$ cat config.mk
export PLATFORM = sky130hd
export DESIGN_NAME = rectangle_difference_splitter_unit_flat
export DESIGN_NICKNAME = d
export VERILOG_FILES = /design/src/sv/rds_pkg.sv /design/src/sv/rds_pair_if.sv /design/src/sv/rds_piece_if.sv /design/src/sv/rds_front.sv /design/src/sv/rds_queue.sv /design/src/sv/rds_back.sv /design/src/sv/rectangle_difference_splitter_unit.sv /design/src/flat_wrapper.sv
export SDC_FILE = /design/constraint.sdc
export NUM_CORES = 1
export LEC_CHECK = 0
export ABC_AREA = 1
export ABC_CLOCK_PERIOD_IN_PS = 7000
export BUFFER_PORTS_ARGS = -buffer_cell sky130_fd_sc_hd__clkbuf_2
export CORE_UTILIZATION = 32
export DETAILED_ROUTE_END_ITERATION = 8
export GPL_TIMING_DRIVEN = 0
export PLACE_DENSITY_LB_ADDON = 0.05
export SYNTH_ARGS = -nofsm -noshare
export SYNTH_HDL_FRONTEND = slang
export SYNTH_SLANG_ARGS = --single-unit
$ cat constraint.sdc
create_clock -name clk -period 7 [get_ports clk]
set_input_delay 1.4 -clock clk [delete_from_list [all_inputs] [get_ports clk]]
set_output_delay 1.4 -clock clk [all_outputs]
set_load 0.03 [all_outputs]
$ cat src/sv/rds_pkg.sv
package rds_pkg;

    // Coordinates carried from the front part to the back part.
    localparam int unsigned NUM_COORDS = 8;
    localparam int unsigned COORD_IDX_BITS = 3;

    localparam logic [COORD_IDX_BITS-1:0] C_BASE_LEFT   = 3'd0;
    localparam logic [COORD_IDX_BITS-1:0] C_BASE_TOP    = 3'd1;
    localparam logic [COORD_IDX_BITS-1:0] C_BASE_RIGHT  = 3'd2;
    localparam logic [COORD_IDX_BITS-1:0] C_BASE_BOTTOM = 3'd3;
    localparam logic [COORD_IDX_BITS-1:0] C_OVL_LEFT    = 3'd4;
    localparam logic [COORD_IDX_BITS-1:0] C_OVL_TOP     = 3'd5;
    localparam logic [COORD_IDX_BITS-1:0] C_OVL_RIGHT   = 3'd6;
    localparam logic [COORD_IDX_BITS-1:0] C_OVL_BOTTOM  = 3'd7;

    // Bands in emission order.
    localparam int unsigned NUM_BANDS = 4;
    localparam int unsigned BAND_TOP    = 0;
    localparam int unsigned BAND_LEFT   = 1;
    localparam int unsigned BAND_RIGHT  = 2;
    localparam int unsigned BAND_BOTTOM = 3;

    localparam int unsigned QUEUE_DEPTH    = 4;
    localparam int unsigned QUEUE_PTR_BITS = $clog2(QUEUE_DEPTH);

    typedef logic [NUM_BANDS-1:0] band_mask_t;

    typedef enum logic [1:0] {
        KIND_NONE  = 2'd0,
        KIND_BASE  = 2'd1,
        KIND_SPLIT = 2'd2
    } kind_t;

    typedef struct packed {
        kind_t      kind;
        band_mask_t bands;
    } cls_t;

endpackage

$ cat src/sv/rds_pair_if.sv
interface rds_pair_if #(
    parameter int COORD_BITS = 16
);
    logic                         valid;
    logic                         ready;
    logic signed [COORD_BITS-1:0] base_left;
    logic signed [COORD_BITS-1:0] base_top;
    logic signed [COORD_BITS-1:0] base_right;
    logic signed [COORD_BITS-1:0] base_bottom;
    logic signed [COORD_BITS-1:0] cut_left;
    logic signed [COORD_BITS-1:0] cut_top;
    logic signed [COORD_BITS-1:0] cut_right;
    logic signed [COORD_BITS-1:0] cut_bottom;

    modport source (
        output valid, base_left, base_top, base_right, base_bottom,
               cut_left, cut_top, cut_right, cut_bottom,
        input  ready
    );

    modport sink (
        input  valid, base_left, base_top, base_right, base_bottom,
               cut_left, cut_top, cut_right, cut_bottom,
        output ready
    );
endinterface

$ cat src/sv/rds_piece_if.sv
interface rds_piece_if #(
    parameter int COORD_BITS = 16
);
    logic                         valid;
    logic                         ready;
    logic signed [COORD_BITS-1:0] piece_left;
    logic signed [COORD_BITS-1:0] piece_top;
    logic signed [COORD_BITS-1:0] piece_right;
    logic signed [COORD_BITS-1:0] piece_bottom;
    logic                         piece_valid;
    logic                         last_piece;

    modport source (
        output valid, piece_left, piece_top, piece_right, piece_bottom,
               piece_valid, last_piece,
        input  ready
    );

    modport sink (
        input  valid, piece_left, piece_top, piece_right, piece_bottom,
               piece_valid, last_piece,
        output ready
    );
endinterface

$ cat src/sv/rds_front.sv
module rds_front #(
    parameter int COORD_BITS = 16
) (
    rds_pair_if.sink                                     pair,
    input  logic                                         q_ready,
    output logic                                         q_push,
    output logic [rds_pkg::NUM_COORDS-1:0][COORD_BITS-1:0] q_coords,
    output rds_pkg::cls_t                                q_cls
);
    import rds_pkg::*;

    logic signed [COORD_BITS-1:0] bl, bt, br, bb;
    logic signed [COORD_BITS-1:0] cl, ct, cr, cb;
    logic signed [COORD_BITS-1:0] il, it, ir, ib;
    logic                         contained;
    logic                         no_overlap;
    band_mask_t                   bands;

    assign bl = pair.base_left;
    assign bt = pair.base_top;
    assign br = pair.base_right;
    assign bb = pair.base_bottom;
    assign cl = pair.cut_left;
    assign ct = pair.cut_top;
    assign cr = pair.cut_right;
    assign cb = pair.cut_bottom;

    assign il = (bl > cl) ? bl : cl;
    assign it = (bt > ct) ? bt : ct;
    assign ir = (br < cr) ? br : cr;
    assign ib = (bb < cb) ? bb : cb;

    assign contained  = (cl <= bl) && (ct <= bt) && (br <= cr) && (bb <= cb);
    assign no_overlap = (ir <= il) || (ib <= it) || (cr == cl) || (cb == ct);

    always_comb
    begin
        bands              = '0;
        bands[BAND_TOP]    = bt < it;
        bands[BAND_LEFT]   = bl < il;
        bands[BAND_RIGHT]  = br > ir;
        bands[BAND_BOTTOM] = bb > ib;
    end

    always_comb
    begin
        q_cls.bands = bands;
        if (contained || (!no_overlap && bands == '0))
        begin
            q_cls.kind = KIND_NONE;
        end
        else if (no_overlap)
        begin
            q_cls.kind = KIND_BASE;
        end
        else
        begin
            q_cls.kind = KIND_SPLIT;
        end
    end

    always_comb
    begin
        q_coords                = '0;
        q_coords[C_BASE_LEFT]   = $unsigned(bl);
        q_coords[C_BASE_TOP]    = $unsigned(bt);
        q_coords[C_BASE_RIGHT]  = $unsigned(br);
        q_coords[C_BASE_BOTTOM] = $unsigned(bb);
        q_coords[C_OVL_LEFT]    = $unsigned(il);
        q_coords[C_OVL_TOP]     = $unsigned(it);
        q_coords[C_OVL_RIGHT]   = $unsigned(ir);
        q_coords[C_OVL_BOTTOM]  = $unsigned(ib);
    end

    assign pair.ready = q_ready;
    assign q_push     = pair.valid && q_ready;

endmodule

$ cat src/sv/rds_queue.sv
module rds_queue #(
    parameter int COORD_BITS = 16
) (
    input  logic                                           clk,
    input  logic                                           rst_n,
    input  logic                                           push,
    input  logic [rds_pkg::NUM_COORDS-1:0][COORD_BITS-1:0] push_coords,
    input  rds_pkg::cls_t                                  push_cls,
    output logic                                           can_push,
    input  logic                                           pop,
    output logic                                           head_valid,
    output logic [rds_pkg::NUM_COORDS-1:0][COORD_BITS-1:0] head_coords,
    output rds_pkg::cls_t                                  head_cls
);
    import rds_pkg::*;

    logic [NUM_COORDS-1:0][COORD_BITS-1:0] coords_mem [QUEUE_DEPTH];
    cls_t                                  cls_mem    [QUEUE_DEPTH];

    logic [QUEUE_PTR_BITS-1:0] wr_ptr_reg, wr_ptr_next;
    logic [QUEUE_PTR_BITS-1:0] rd_ptr_reg, rd_ptr_next;
    logic [QUEUE_PTR_BITS:0]   count_reg,  count_next;

    assign can_push    = count_reg != QUEUE_PTR_BITS'(0) + (QUEUE_PTR_BITS+1)'(QUEUE_DEPTH);
    assign head_valid  = count_reg != '0;
    assign head_coords = coords_mem[rd_ptr_reg];
    assign head_cls    = cls_mem[rd_ptr_reg];

    always_comb
    begin
        wr_ptr_next = push ? wr_ptr_reg + 1'b1 : wr_ptr_reg;
        rd_ptr_next = pop  ? rd_ptr_reg + 1'b1 : rd_ptr_reg;
        count_next  = count_reg;
        if (push && !pop)
        begin
            count_next = count_reg + 1'b1;
        end
        else if (pop && !push)
        begin
            count_next = count_reg - 1'b1;
        end
    end

    always_ff @(posedge clk or negedge rst_n)
    begin
        if (!rst_n)
        begin
            wr_ptr_reg <= '0;
            rd_ptr_reg <= '0;
            count_reg  <= '0;
        end
        else
        begin
            wr_ptr_reg <= wr_ptr_next;
            rd_ptr_reg <= rd_ptr_next;
            count_reg  <= count_next;
        end
    end

    always_ff @(posedge clk)
    begin
        if (push)
        begin
            coords_mem[wr_ptr_reg] <= push_coords;
            cls_mem[wr_ptr_reg]    <= push_cls;
        end
    end

endmodule

$ cat src/sv/rds_back.sv
module rds_back #(
    parameter int COORD_BITS = 16
) (
    input  logic                                           clk,
    input  logic                                           rst_n,
    input  logic                                           head_valid,
    input  logic [rds_pkg::NUM_COORDS-1:0][COORD_BITS-1:0] head_coords,
    input  rds_pkg::cls_t                                  head_cls,
    output logic                                           pop,
    rds_piece_if.source                                    piece
);
    import rds_pkg::*;

    band_mask_t done_reg, done_next;
    band_mask_t pending;
    band_mask_t sel;
    logic       last;
    logic       load;

    logic                  out_valid_reg, out_valid_next;
    logic [COORD_BITS-1:0] left_reg, top_reg, right_reg, bottom_reg;
    logic [COORD_BITS-1:0] left_next, top_next, right_next, bottom_next;
    logic                  pvalid_reg, pvalid_next;
    logic                  last_reg, last_next;

    assign pending = head_cls.bands & ~done_reg;
    // Lowest pending band goes first, which gives top, left, right, bottom order.
    assign sel     = pending & (~pending + 1'b1);

    always_comb
    begin
        left_next   = '0;
        top_next    = '0;
        right_next  = '0;
        bottom_next = '0;
        pvalid_next = 1'b0;
        last_next   = 1'b1;
        unique case (head_cls.kind)
            KIND_NONE:
            begin
                pvalid_next = 1'b0;
            end
            KIND_BASE:
            begin
                pvalid_next = 1'b1;
                left_next   = head_coords[C_BASE_LEFT];
                top_next    = head_coords[C_BASE_TOP];
                right_next  = head_coords[C_BASE_RIGHT];
                bottom_next = head_coords[C_BASE_BOTTOM];
            end
            KIND_SPLIT:
            begin
                pvalid_next = 1'b1;
                last_next   = (pending & ~sel) == '0;
                if (sel[BAND_TOP])
                begin
                    left_next   = head_coords[C_BASE_LEFT];
                    top_next    = head_coords[C_BASE_TOP];
                    right_next  = head_coords[C_BASE_RIGHT];
                    bottom_next = head_coords[C_OVL_TOP];
                end
                else if (sel[BAND_LEFT])
                begin
                    left_next   = head_coords[C_BASE_LEFT];
                    top_next    = head_coords[C_OVL_TOP];
                    right_next  = head_coords[C_OVL_LEFT];
                    bottom_next = head_coords[C_OVL_BOTTOM];
                end
                else if (sel[BAND_RIGHT])
                begin
                    left_next   = head_coords[C_OVL_RIGHT];
                    top_next    = head_coords[C_OVL_TOP];
                    right_next  = head_coords[C_BASE_RIGHT];
                    bottom_next = head_coords[C_OVL_BOTTOM];
                end
                else
                begin
                    left_next   = head_coords[C_BASE_LEFT];
                    top_next    = head_coords[C_OVL_BOTTOM];
                    right_next  = head_coords[C_BASE_RIGHT];
                    bottom_next = head_coords[C_BASE_BOTTOM];
                end
            end
            default:
            begin
                pvalid_next = 1'b0;
            end
        endcase
    end

    assign last = last_next;
    assign load = head_valid && (!out_valid_reg || piece.ready);
    assign pop  = load && last;

    always_comb
    begin
        done_next = done_reg;
        if (pop)
        begin
            done_next = '0;
        end
        else if (load)
        begin
            done_next = done_reg | sel;
        end

        out_valid_next = out_valid_reg;
        if (load)
        begin
            out_valid_next = 1'b1;
        end
        else if (piece.ready)
        begin
            out_valid_next = 1'b0;
        end
    end

    always_ff @(posedge clk or negedge rst_n)
    begin
        if (!rst_n)
        begin
            done_reg      <= '0;
            out_valid_reg <= 1'b0;
        end
        else
        begin
            done_reg      <= done_next;
            out_valid_reg <= out_valid_next;
        end
    end

    always_ff @(posedge clk)
    begin
        if (load)
        begin
            left_reg   <= left_next;
            top_reg    <= top_next;
            right_reg  <= right_next;
            bottom_reg <= bottom_next;
            pvalid_reg <= pvalid_next;
            last_reg   <= last_next;
        end
    end

    assign piece.valid        = out_valid_reg;
    assign piece.piece_left   = $signed(left_reg);
    assign piece.piece_top    = $signed(top_reg);
    assign piece.piece_right  = $signed(right_reg);
    assign piece.piece_bottom = $signed(bottom_reg);
    assign piece.piece_valid  = pvalid_reg;
    assign piece.last_piece   = last_reg;

endmodule

$ cat src/sv/rectangle_difference_splitter_unit.sv
// Channel  Modport  Transfer
// pair     sink     base and cutter rectangle, one per item
// piece    source   one remaining rectangle or none, last_piece marks the final one
//
// An item gives one to four pieces; the back part sends one piece per cycle while
// the piece sink is ready. An accepted pair is written into the queue, and its
// first piece is then loaded into the back part's output register.
// The front part takes a pair whenever the four-entry queue has room.
// rst_n asynchronously clears the queue pointers, the band state and the output valid flag.
// A stalled piece holds its register; the queue keeps filling behind it.
module rectangle_difference_splitter_unit #(
    parameter int COORD_BITS = 16
) (
    input  logic        clk,
    input  logic        rst_n,
    rds_pair_if.sink    pair,
    rds_piece_if.source piece
);
    import rds_pkg::*;

    logic                                  q_push;
    logic                                  q_can_push;
    logic [NUM_COORDS-1:0][COORD_BITS-1:0] q_push_coords;
    cls_t                                  q_push_cls;
    logic                                  q_pop;
    logic                                  q_head_valid;
    logic [NUM_COORDS-1:0][COORD_BITS-1:0] q_head_coords;
    cls_t                                  q_head_cls;

    rds_front #(
        .COORD_BITS (COORD_BITS)
    ) u_front (
        .pair     (pair),
        .q_ready  (q_can_push),
        .q_push   (q_push),
        .q_coords (q_push_coords),
        .q_cls    (q_push_cls)
    );

    rds_queue #(
        .COORD_BITS (COORD_BITS)
    ) u_queue (
        .clk         (clk),
        .rst_n       (rst_n),
        .push        (q_push),
        .push_coords (q_push_coords),
        .push_cls    (q_push_cls),
        .can_push    (q_can_push),
        .pop         (q_pop),
        .head_valid  (q_head_valid),
        .head_coords (q_head_coords),
        .head_cls    (q_head_cls)
    );

    rds_back #(
        .COORD_BITS (COORD_BITS)
    ) u_back (
        .clk         (clk),
        .rst_n       (rst_n),
        .head_valid  (q_head_valid),
        .head_coords (q_head_coords),
        .head_cls    (q_head_cls),
        .pop         (q_pop),
        .piece       (piece)
    );

endmodule

$ cat src/flat_wrapper.sv
// flat-port wrapper written by rule: the top's interface ports become plain ports
module rectangle_difference_splitter_unit_flat import rds_pkg::*;
#(
    parameter int COORD_BITS = 16
)
  (clk, rst_n, pair_valid, pair_base_left, pair_base_top, pair_base_right, pair_base_bottom, pair_cut_left, pair_cut_top, pair_cut_right, pair_cut_bottom, pair_ready, piece_valid, piece_piece_left, piece_piece_top, piece_piece_right, piece_piece_bottom, piece_piece_valid, piece_last_piece, piece_ready);
  rds_pair_if #(.COORD_BITS(COORD_BITS)) pair_i ();
  rds_piece_if #(.COORD_BITS(COORD_BITS)) piece_i ();
  input  logic clk;
  input  logic rst_n;
  input wire logic [$bits(pair_i.valid)-1:0] pair_valid;
  input wire logic [$bits(pair_i.base_left)-1:0] pair_base_left;
  input wire logic [$bits(pair_i.base_top)-1:0] pair_base_top;
  input wire logic [$bits(pair_i.base_right)-1:0] pair_base_right;
  input wire logic [$bits(pair_i.base_bottom)-1:0] pair_base_bottom;
  input wire logic [$bits(pair_i.cut_left)-1:0] pair_cut_left;
  input wire logic [$bits(pair_i.cut_top)-1:0] pair_cut_top;
  input wire logic [$bits(pair_i.cut_right)-1:0] pair_cut_right;
  input wire logic [$bits(pair_i.cut_bottom)-1:0] pair_cut_bottom;
  output wire logic [$bits(pair_i.ready)-1:0] pair_ready;
  output wire logic [$bits(piece_i.valid)-1:0] piece_valid;
  output wire logic [$bits(piece_i.piece_left)-1:0] piece_piece_left;
  output wire logic [$bits(piece_i.piece_top)-1:0] piece_piece_top;
  output wire logic [$bits(piece_i.piece_right)-1:0] piece_piece_right;
  output wire logic [$bits(piece_i.piece_bottom)-1:0] piece_piece_bottom;
  output wire logic [$bits(piece_i.piece_valid)-1:0] piece_piece_valid;
  output wire logic [$bits(piece_i.last_piece)-1:0] piece_last_piece;
  input wire logic [$bits(piece_i.ready)-1:0] piece_ready;
  assign pair_i.valid = pair_valid;
  assign pair_i.base_left = pair_base_left;
  assign pair_i.base_top = pair_base_top;
  assign pair_i.base_right = pair_base_right;
  assign pair_i.base_bottom = pair_base_bottom;
  assign pair_i.cut_left = pair_cut_left;
  assign pair_i.cut_top = pair_cut_top;
  assign pair_i.cut_right = pair_cut_right;
  assign pair_i.cut_bottom = pair_cut_bottom;
  assign pair_ready = pair_i.ready;
  assign piece_valid = piece_i.valid;
  assign piece_piece_left = piece_i.piece_left;
  assign piece_piece_top = piece_i.piece_top;
  assign piece_piece_right = piece_i.piece_right;
  assign piece_piece_bottom = piece_i.piece_bottom;
  assign piece_piece_valid = piece_i.piece_valid;
  assign piece_last_piece = piece_i.last_piece;
  assign piece_i.ready = piece_ready;
  rectangle_difference_splitter_unit #(.COORD_BITS(COORD_BITS)) u_core (.clk(clk), .rst_n(rst_n), .pair(pair_i), .piece(piece_i));
endmodule
[Word level (Yosys, flattened, before mapping)]
Memories as Yosys holds them, arrays and structs flattened.
Cells that the tools add are included.
Word-level totals
  bits in read-only memories: 0
  logic and storage cells: 100
  latch bits: 0
  output and inout bits: 68
  memories: 2
  memory bits (writable): 536
  register bits after elaboration: 78
Memory list
  u_core.u_queue.coords_mem: words 4, width 128, rd ports 1, clocked after Yosys merged registers in 0, write ports 1, RTL line rds_queue.sv:17  | logic [NUM_COORDS-1:0][COORD_BITS-1:0] coords_mem [QUEUE_DEPTH];
  u_core.u_queue.cls_mem: words 4, width 6, rd ports 1, clocked after Yosys merged registers in 0, write ports 1, RTL line rds_queue.sv:18  | cls_t cls_mem [QUEUE_DEPTH];
Cells by class
  divide/modulo/power cells: 0
  multiplexer cells: 31
  eq/ne operators: 5
  shift operators: 0
  multiply operators: 0
  reductions and logical operators: 25
  add/sub/neg operators: 5
  bitwise logic cells: 7
  order comparisons: 14
Operators by type and width (count)
  two-way mux 16 bit: 15
  case mux 16 bit (2 select lines): 4
  <= comparator 16 bit: 6
  greater-than comparator 16 bit: 4
  less-than comparator 16 bit: 4
  equality test 16 bit: 2
  bitwise AND 4 bit: 3
  NOT 4 bit: 3
  logical AND 1 bit: 9
  logical NOT 4 bit: 2
  two-way mux 4 bit: 2
  two-way mux 1 bit: 6
  two-way mux 3 bit: 2
  nonzero test 2 bit: 3
  logical OR 1 bit: 5
  adder 2 x 1 -> 2 bit, second input constant: 2
  adder 4 x 1 -> 4 bit, second input constant: 1
  logical NOT 1 bit: 4
  two-way mux 2 bit: 2
  OR 4 bit: 1
  adder 3 x 1 -> 3 bit, second input constant: 1
  != test 3 bit, second input constant: 1
  nonzero test 3 bit: 1
  subtractor 3 x 1 -> 3 bit, second input constant: 1
  3 further kinds: 3

[Depth between registers and ports, before layout]
Gate-level depths: netlist of run 1.
  depth in word-level cells: 13
  depth in mapped cells: 34

[Hierarchy]
A second synthesis of run 1 with hierarchy kept.
Second synthesis, totals
  cell total of the unflattened synthesis: 3144
  area total of the unflattened synthesis: 32015.7 sq um
Modules (own cells, without submodules)
  rds_queue: instances 1, area each 21871.0 sq um, cells each 1612
  rds_front: instances 1, area each 5949.5 sq um, cells each 1010
  rds_back: instances 1, area each 4195.3 sq um, cells each 522

[Least setup slack after synthesis of run 1]
No wires, ideal clock.
  path kind: input-to-reg
  from: input port pair_valid
  to: memory u_core.u_queue.cls_mem[0][0] (netlist name), enable pin
  library setup time: 630 ps
  required time: 6370 ps
  slack: -758 ps
  arrival: 7129 ps
  stages: 2
  cell sequence: nand2_1 > nor2_1
Between the ends
  cells in the longest elaborated chain, start to end: 3
Ends and longest elaborated chain
  start: declaration: RTL line flat_wrapper.sv:11  | input wire logic [$bits(pair_i.valid)-1:0] pair_valid;
  logical AND 1 bit: RTL line rds_front.sv:76  | assign q_push = pair.valid && q_ready;
  two-way mux 1 bit: RTL line rds_queue.sv:62  | if (push)
  two-way mux 1 bit (implied by the code): RTL line rds_queue.sv:65  | cls_mem[wr_ptr_reg] <= push_cls;
  end: declaration: RTL line rds_queue.sv:18
No other way between the ends.

==> results of run 1 <==
[layout by cell type (no fill, tap or decap), types with 8 or more instances in the layout]
| cell type | count |
|---|---|
| inv_1 | 233 |
| buf_16 | 8 |
| clkbuf_1 | 118 |
| buf_2 | 13 |
| clkbuf_16 | 72 |
| dfrtp_1 | 12 |
| edfxtp_1 | 602 |
| a21oi_1 | 132 |
| o21ai_0 | 264 |
| nand4_1 | 14 |
| o22ai_1 | 61 |
| or2_2 | 23 |
| nand2_1 | 538 |
| buf_12 | 20 |
| o211ai_1 | 32 |
| xor2_1 | 11 |
| clkbuf_2 | 199 |
| o221ai_1 | 34 |
| buf_1 | 15 |
| clkinv_2 | 11 |
| nand3_1 | 203 |
| nand2_2 | 12 |
| xnor2_1 | 16 |
| nor2_1 | 246 |
| ha_1 | 155 |
| clkinv_1 | 16 |
[synth_stat cells, drive strengths merged, types with 6 or more instances]
library cell / n
buf: 31
nand3: 210
o221ai: 34
o21ai: 269
ha: 155
nand2: 551
xor2: 11
o22ai: 61
a21oi: 133
xnor2: 16
clkbuf: 104
or2: 23
dfrtp: 12
nor2: 257
o211ai: 32
a32o: 6
nand4: 14
edfxtp: 602
a211oi: 6
inv: 240
[routing by layer]
metal / share of wire (%) / wire length (µm) / track usage (%)
met1: 48 / 51490 / 33.53
met2: 45 / 48500 / 35.41
met3: 5.7 / 6120 / 3.083
met4: 1.5 / 1667 / 4.883
met5: 0.0083 / 9 / 0
[per-stage QoR]
step           setup WS, ps  utilization, %
3_5_place_dp         -202.1           35.91
4_1_cts               431.7           38.34
3_3_place_gp          -6920           35.19
5_1_grt               8.032           38.35
6_report              506.6           38.35
2_1_floorplan        -758.3               -
[power by group]
| part | leakage, nW | switching (W) | internal [W] |
|---|---|---|---|
| sequential | 5.74 | 0.000188 | 0.00519 |
| clock | 1.09 | 0.00153 | 0.00209 |
| combinational | 6.88 | 0.00565 | 0.00187 |
[layout make-up]
| class | count | area share, % |
|---|---|---|
| Tap cell | 1243 | 4.411 |
| Timing Repair Buffer | 227 | 4.585 |
| Inverter | 240 | 2.562 |
| Clock inverter | 43 | 1.072 |
| Clock buffer | 86 | 5.259 |
| Multi-Input combinational cell | 1818 | 28.45 |
| Antenna cell | 1 | 0.007097 |
| Sequential cell | 614 | 52.12 |
| Buffer | 135 | 1.526 |
[repair_timing]
item                       4_1_cts  5_1_grt
hold buffers                     0        0
setup endpoints to repair        0        8
resized for setup                0        1
[cells by family after synthesis]
logic type / Yosys count
simple gates: 1070
fa+ha+maj: 156
flops: 614
buf+inv: 375
xor+xnor: 27
compound gates: 565
[path summary, 6_finish.rpt]
| path | end | cells past startpoint | slack (ps) |
|---|---|---|---|
| max | u_core.u_queue.cls_mem[3][4] | 26 | 510 |
| min | u_core.u_back.done_reg[3] | 2 | 520 |
| max reg2reg | u_core.u_queue.count_reg[2] | 17 | 1460 |
| min reg2reg | u_core.u_back.done_reg[3] | 2 | 520 |
| max in group asynchronous | u_core.u_back.done_reg[2] | 1 | 5970 |
| min in group asynchronous | u_core.u_queue.count_reg[0] | 1 | 710 |
[worst min-delay path: stages, from the launching register on]
cell and delay [ps]:
dfrtp_1 350, o21ai_0 90, inv_1 50
==> flow_summary_export.csv, run 1 <==
group,metric,value,unit
routing,dr.pass1.iters,6,
synthesis,synth_warnings,0,
synthesis,synth_edf_count,602,
synthesis,synth-async-reset-ratio,1.954,%
synthesis,synth-seq-area-share,61.66,%
grt,gr-total-overflow,0,
final_layout,multi_input_area,0.01003,mm²
synthesis,synth_top_family_by_area,"simple AND/OR/NAND/NOR gates",
final_layout,syn_to_final_growth,18.30,%
grt,first_global_vias,21960,
sta,fmax,154.0,MHz
clock_tree,cts.path.max_buffers,3,
critical_path,crit_type,"primary input to flip-flop",
sta,worst_slew_pin_slew,1540,ps
placement,port_buffers,199,
pwr,power_density,468.5,mW/mm²
routing,drc,0,
placement,dp.cells,4277,
placement,place_area,0.03302,mm²
sta,maxSlewViolCount,7,
pwr,power,0.01652,W
synthesis,synth_compound_area_share,10.92,%
sta,whs,520.5,ps
final_layout,largest_reg_flops,512,
routing,vias,22570,
synthesis,syn_nets,3095,
grt,grt_usage,22.74,%
routing,ant_nets,0,
critical_path,cp_common_cell,"nand2_1",
routing,wire_per_inst,24.46,µm
clock_tree,clk_latency,620,ps
job,max_cap_violations,1,
synthesis,synthMuxAreaShare,0,%
critical_path,cp.required,7350,ps
final_layout,stdcell_area,0.03526,mm²
floorplan,core_area,0.09194,mm²
critical_path,critPathLaunchType,"primary input",
floorplan,die_h,307.2,µm
pwr,ir_worst_vdd,0.1874,mV
final_layout,reg_top3,"u_core.u_queue.coords_mem: 512 flops, u_core.u_queue.cls_mem: 24 flops",
routing,drtIter0Drc,1935,
sta,skew,16.31,ps
routing,viasPerCell,5.122,
final_layout,seqCellArea,0.01838,mm²
critical_path,path_delay_family,"simple AND/OR/NAND/NOR gates",
floorplan,dieArea,0.09436,mm²
grt,grt_pass1_wl,155200,µm
floorplan,initial_core_util,32.42,%
critical_path,critPathLaunch,"pair_base_right[15]",
critical_path,timing.rr.start,"u_core.u_queue.rd_ptr_reg[0]",
clock_tree,cts_made_buffers,72,
floorplan,ios,200,
synthesis,synthFlopType,"edfxtp_1",
synthesis,ys_ff_latch,614,
critical_path,slowest_delay,570,ps
sta,setup_viol,0,
critical_path,crit_arrival,6850,ps
synthesis,synthAdderAreaFrac,6.574,%
critical_path,path_max_fanout,10,
grt,grt_max_degree,27,
status,violations,"capacitance limit, slew limit",
routing,routed_wl,107800,µm
sta,rsz0062_at_grt,"false",
clock_tree,cts_sinks,614,
floorplan,num_rows,111,
synthesis,synthCells,2807,
synthesis,yosys.area.top_type_share,60.65,%
critical_path,cp-end-kind,"flip-flop",
synthesis,synth-xor-area-share,0.7935,%
grt,antenna_found_initial,7,
final_layout,fin_cells,4407,
critical_path,slowest_stage,"o21ai_0",
clock_tree,cts_max_level,3,
synthesis,synth-simple-area-share,15.21,%
placement,gp_congestion,0.8780,
synthesis,synth.avg_cell_area,10.62,µm²
synthesis,yosysTopAreaCell,"edfxtp_1",
clock_tree,cts_tree,"done",
sta,relSlewSlack,-3.741,%
final_layout,fillers,9175,
synthesis,netlist_area,0.02980,mm²
sta,setup_tns,0,ps
pwr,p_leak,13.71,nW
sta,layout_min_cycle_time,6493,ps
final_layout,fin_nets,3396,
min_path,hold_class,"flip-flop to flip-flop",
min_path,hp-start,"u_core.u_back.done_reg[3]",
synthesis,yosys.cell_types.count,53,
clock_tree,clockRootBuffer,"clkbuf_16",
sta,hold_viol,0,
sta,fin_crit_sh,92.76,%
critical_path,critPathBufInv,5,
clock_tree,path_clk_slew,60,ps
status,status,"complete, but fails checks",
final_layout,layout-drive-gt1-share,12.99,%
placement,dpl.hpwl,80620,µm
clock_tree,cts_setup_buffers,0,
final_layout,top_register,"u_core.u_queue.coords_mem",
synthesis,synth.area.top_cells,"edfxtp_1 (61%), nand2_1 (6.8%), ha_1 (6.5%)",
floorplan,chipWidth,307.2,µm
(Power assumes the default switching activity.)
==> inputs of run 2 (changes only) <==
--- a/config.mk
+++ b/config.mk
@@ -9,9 +9,10 @@
 export ABC_CLOCK_PERIOD_IN_PS = 7000
 export BUFFER_PORTS_ARGS = -buffer_cell sky130_fd_sc_hd__clkbuf_2
 export CORE_UTILIZATION = 32
+export CTS_CLUSTER_SIZE = 25
 export DETAILED_ROUTE_END_ITERATION = 8
 export GPL_TIMING_DRIVEN = 0
-export PLACE_DENSITY_LB_ADDON = 0.05
+export PLACE_DENSITY = 0.55
 export SYNTH_ARGS = -nofsm -noshare
 export SYNTH_HDL_FRONTEND = slang
 export SYNTH_SLANG_ARGS = --single-unit
==> run 2 against run 1 <==
The run now ends clean. Sequential power hardly changed. Worst hold slack improved by 13 ps. First-iteration DRC count is 17% higher. Clock power down 5%. Largest cell class unchanged.
==> flow_summary_export.csv, run 2 (synthesized netlist as in run 1, its figures left out) <==
group,metric,value,unit
placement,port_buffers,199,
routing,route.met2.wl,44540,µm
sta,hold_viol,0,
clock_tree,cts_tree,"done",
sta,relSlewSlack,2.161,%
routing,met3RoutedLength,6271,µm
critical_path,critPathLaunchType,"primary input",
job,max_cap_violations,0,
sta,rsz0062_at_grt,"false",
routing,drc,0,
floorplan,dieArea,0.09436,mm²
final_layout,fillers,9045,
pwr,seq_power_share,33.6,%
sta,skew,17.96,ps
grt,grt_max_degree,29,
critical_path,cp-end-kind,"flip-flop",
routing,wirelength_met1,42530,µm
routing,ant_nets,0,
clock_tree,cts_resized,0,
sta,maxSlewViolCount,0,
clock_tree,clk_latency,610,ps
clock_tree,postCtsHoldBufs,0,
pwr,pwr-share-clk,21.4,%
floorplan,initial_core_util,32.42,%
floorplan,chipWidth,307.2,µm
final_layout,reg_top3,"u_core.u_queue.coords_mem: 512 flops, u_core.u_queue.cls_mem: 24 flops",
clock_tree,cts.path.max_buffers,3,
placement,dpl.hpwl,71070,µm
pwr,power_density,456.9,mW/mm²
clock_tree,cts_setup_buffers,0,
sta,setup_ws,768.8,ps
sta,layout_min_cycle_time,6231,ps
sta,worst_slew_pin_slew,1452,ps
floorplan,num_rows,111,
floorplan,die_h,307.2,µm
sta,setup_viol,0,
grt,first_global_vias,21000,
floorplan,ios,200,
critical_path,crit_type,"primary input to flip-flop",
clock_tree,cts_max_level,3,
routing,drtIter0Drc,2271,
critical_path,crit_arrival,6610,ps
final_layout,fin_nets,3390,
final_layout,mostFrequentLayoutCells,"edfxtp_1 (602), nand2_1 (538), o21ai_0 (264), nor2_1 (247), inv_1 (233)",
final_layout,top_register,"u_core.u_queue.coords_mem",
min_path,hold_class,"flip-flop to flip-flop",
grt,antenna_found_initial,4,
clock_tree,path_clk_slew,60,ps
pwr,p_leak,13.61,nW
final_layout,largest_reg_flops,512,
final_layout,final_common_cell,"edfxtp_1",
routing,vias,22380,
grt,gr-total-overflow,0,
sta,fin_crit_sh,89.02,%
placement,post-place-ws,244.1,ps
routing,dr.pass1.iters,5,
status,status,"finished clean",
clock_tree,clockRootBuffer,"clkbuf_16",
routing,viasPerCell,5.088,
pwr,intPower,0.008947,W
placement,gp_congestion,0.9133,
final_layout,syn_to_final_growth,17.72,%
routing,wire_per_inst,21.76,µm
grt,grt_usage,20.11,%
pwr,switching_share,44.19,%
grt,grt_pass1_wl,139800,µm
routing,routed_wl,95740,µm
floorplan,core_area,0.09194,mm²
sta,fmax,160.5,MHz
routing,top_layer,"met5",
pwr,combPwrFrac,45.0,%
clock_tree,cts_sinks,614,
clock_tree,cts_made_buffers,68,
final_layout,layout-drive-gt1-share,12.96,%
pwr,p_switching,0.007084,W
critical_path,cp.required,7380,ps
critical_path,path_max_fanout,10,
final_layout,fin_util,38.16,%
pwr,ir_worst_vdd,0.2468,mV
## run 2: changes by cell type in the layout (fill, tap and decap cells not counted), moves of 2 or more
cell | before | now
clkinvlp_4 | 2 | 6
bufinv_16 | 5 | 2
clkbuf_16 | 72 | 69
inv_6 | 6 | 2
buf_16 | 8 | 5
inv_16 | 1 | 3
clkinv_1 | 16 | 10
clkinv_4 | 1 | 4
## run 2: path summary, 6_finish.rpt
path	slack (ps)	startpoint	cells past startpoint	end
max reg2reg	1780	u_core.u_queue.rd_ptr_reg[0]	18	u_core.u_queue.count_reg[2]
max	770	pair_base_right[15]	24	u_core.u_queue.cls_mem[1][4]
min reg2reg	530	u_core.u_queue.count_reg[0]	1	u_core.u_queue.count_reg[0]
min in group asynchronous	690	rst_n	1	u_core.u_back.done_reg[3]
max in group asynchronous	6040	rst_n	1	u_core.u_queue.wr_ptr_reg[0]
min	530	u_core.u_queue.count_reg[0]	1	u_core.u_queue.count_reg[0]
## run 2: metrics by stage
stage	hold slack, ps	area [µm²]	cells	total power [W]	setup TNS (ps)
global placement	487.6	32350	4249	0.01266	-3212560
CTS	515.4	35080	4398	0.01605	0
finish	533.4	35080	4399	0.01603	0
detailed placement	497.8	32960	4275	0.01261	0
floorplan	466.0	29800	2807	0.009783	-406470
global route	571.5	35080	4398	0.01690	0
## run 2: critical path: stages
cell      delay [ps]
clkbuf_2         190
ha_1             340
nand2_1           70
inv_1             50
nand3_1          100
a21oi_1          160
nor2_1            70
nand3_1          120
nand2_1          110
clkbuf_1         220
o21ai_0         1150
inv_1            120
ha_1             330
nand2_1           40
nor4_1           350
nor3b_1          340
nand2_1          100
nand2_1           80
nor2_1            40
nor2_1           590
nor2_1           130
nand3_2          100
nand2_1           50
nor2_1           320
## run 2: routing by layer
metal / GRT usage (%) / vias to the layer above
met5: 0 / -
met4: 6.190 / 4
met3: 2.402 / 131
met2: 32.37 / 804
met1: 28.29 / 10890
li1: - / 10550
## run 2: layout make-up
class	count	area, µm²	share of cell area, %
plain buffers	135	538.0	1.534
clock buffers	82	1775	5.061
repair buffers	225	1554	4.429
well taps	1243	1555	4.433
clock inverters	41	347.8	0.9914
flip-flops and latches	614	18380	52.38
diodes	1	2.502	0.007133
multi-input cells	1818	10030	28.59
inverters	240	903.4	2.575
## run 2: power by group through the flow
stage                     Clock, W  Combinational, W  Sequential, W
after floorplan                  0           0.00382        0.00596
after global placement           0           0.00688        0.00578
after global routing       0.00363           0.00781        0.00546
after detailed placement         0           0.00714        0.00546
final                      0.00343           0.00721        0.00539
after CTS                  0.00349           0.00717        0.00539
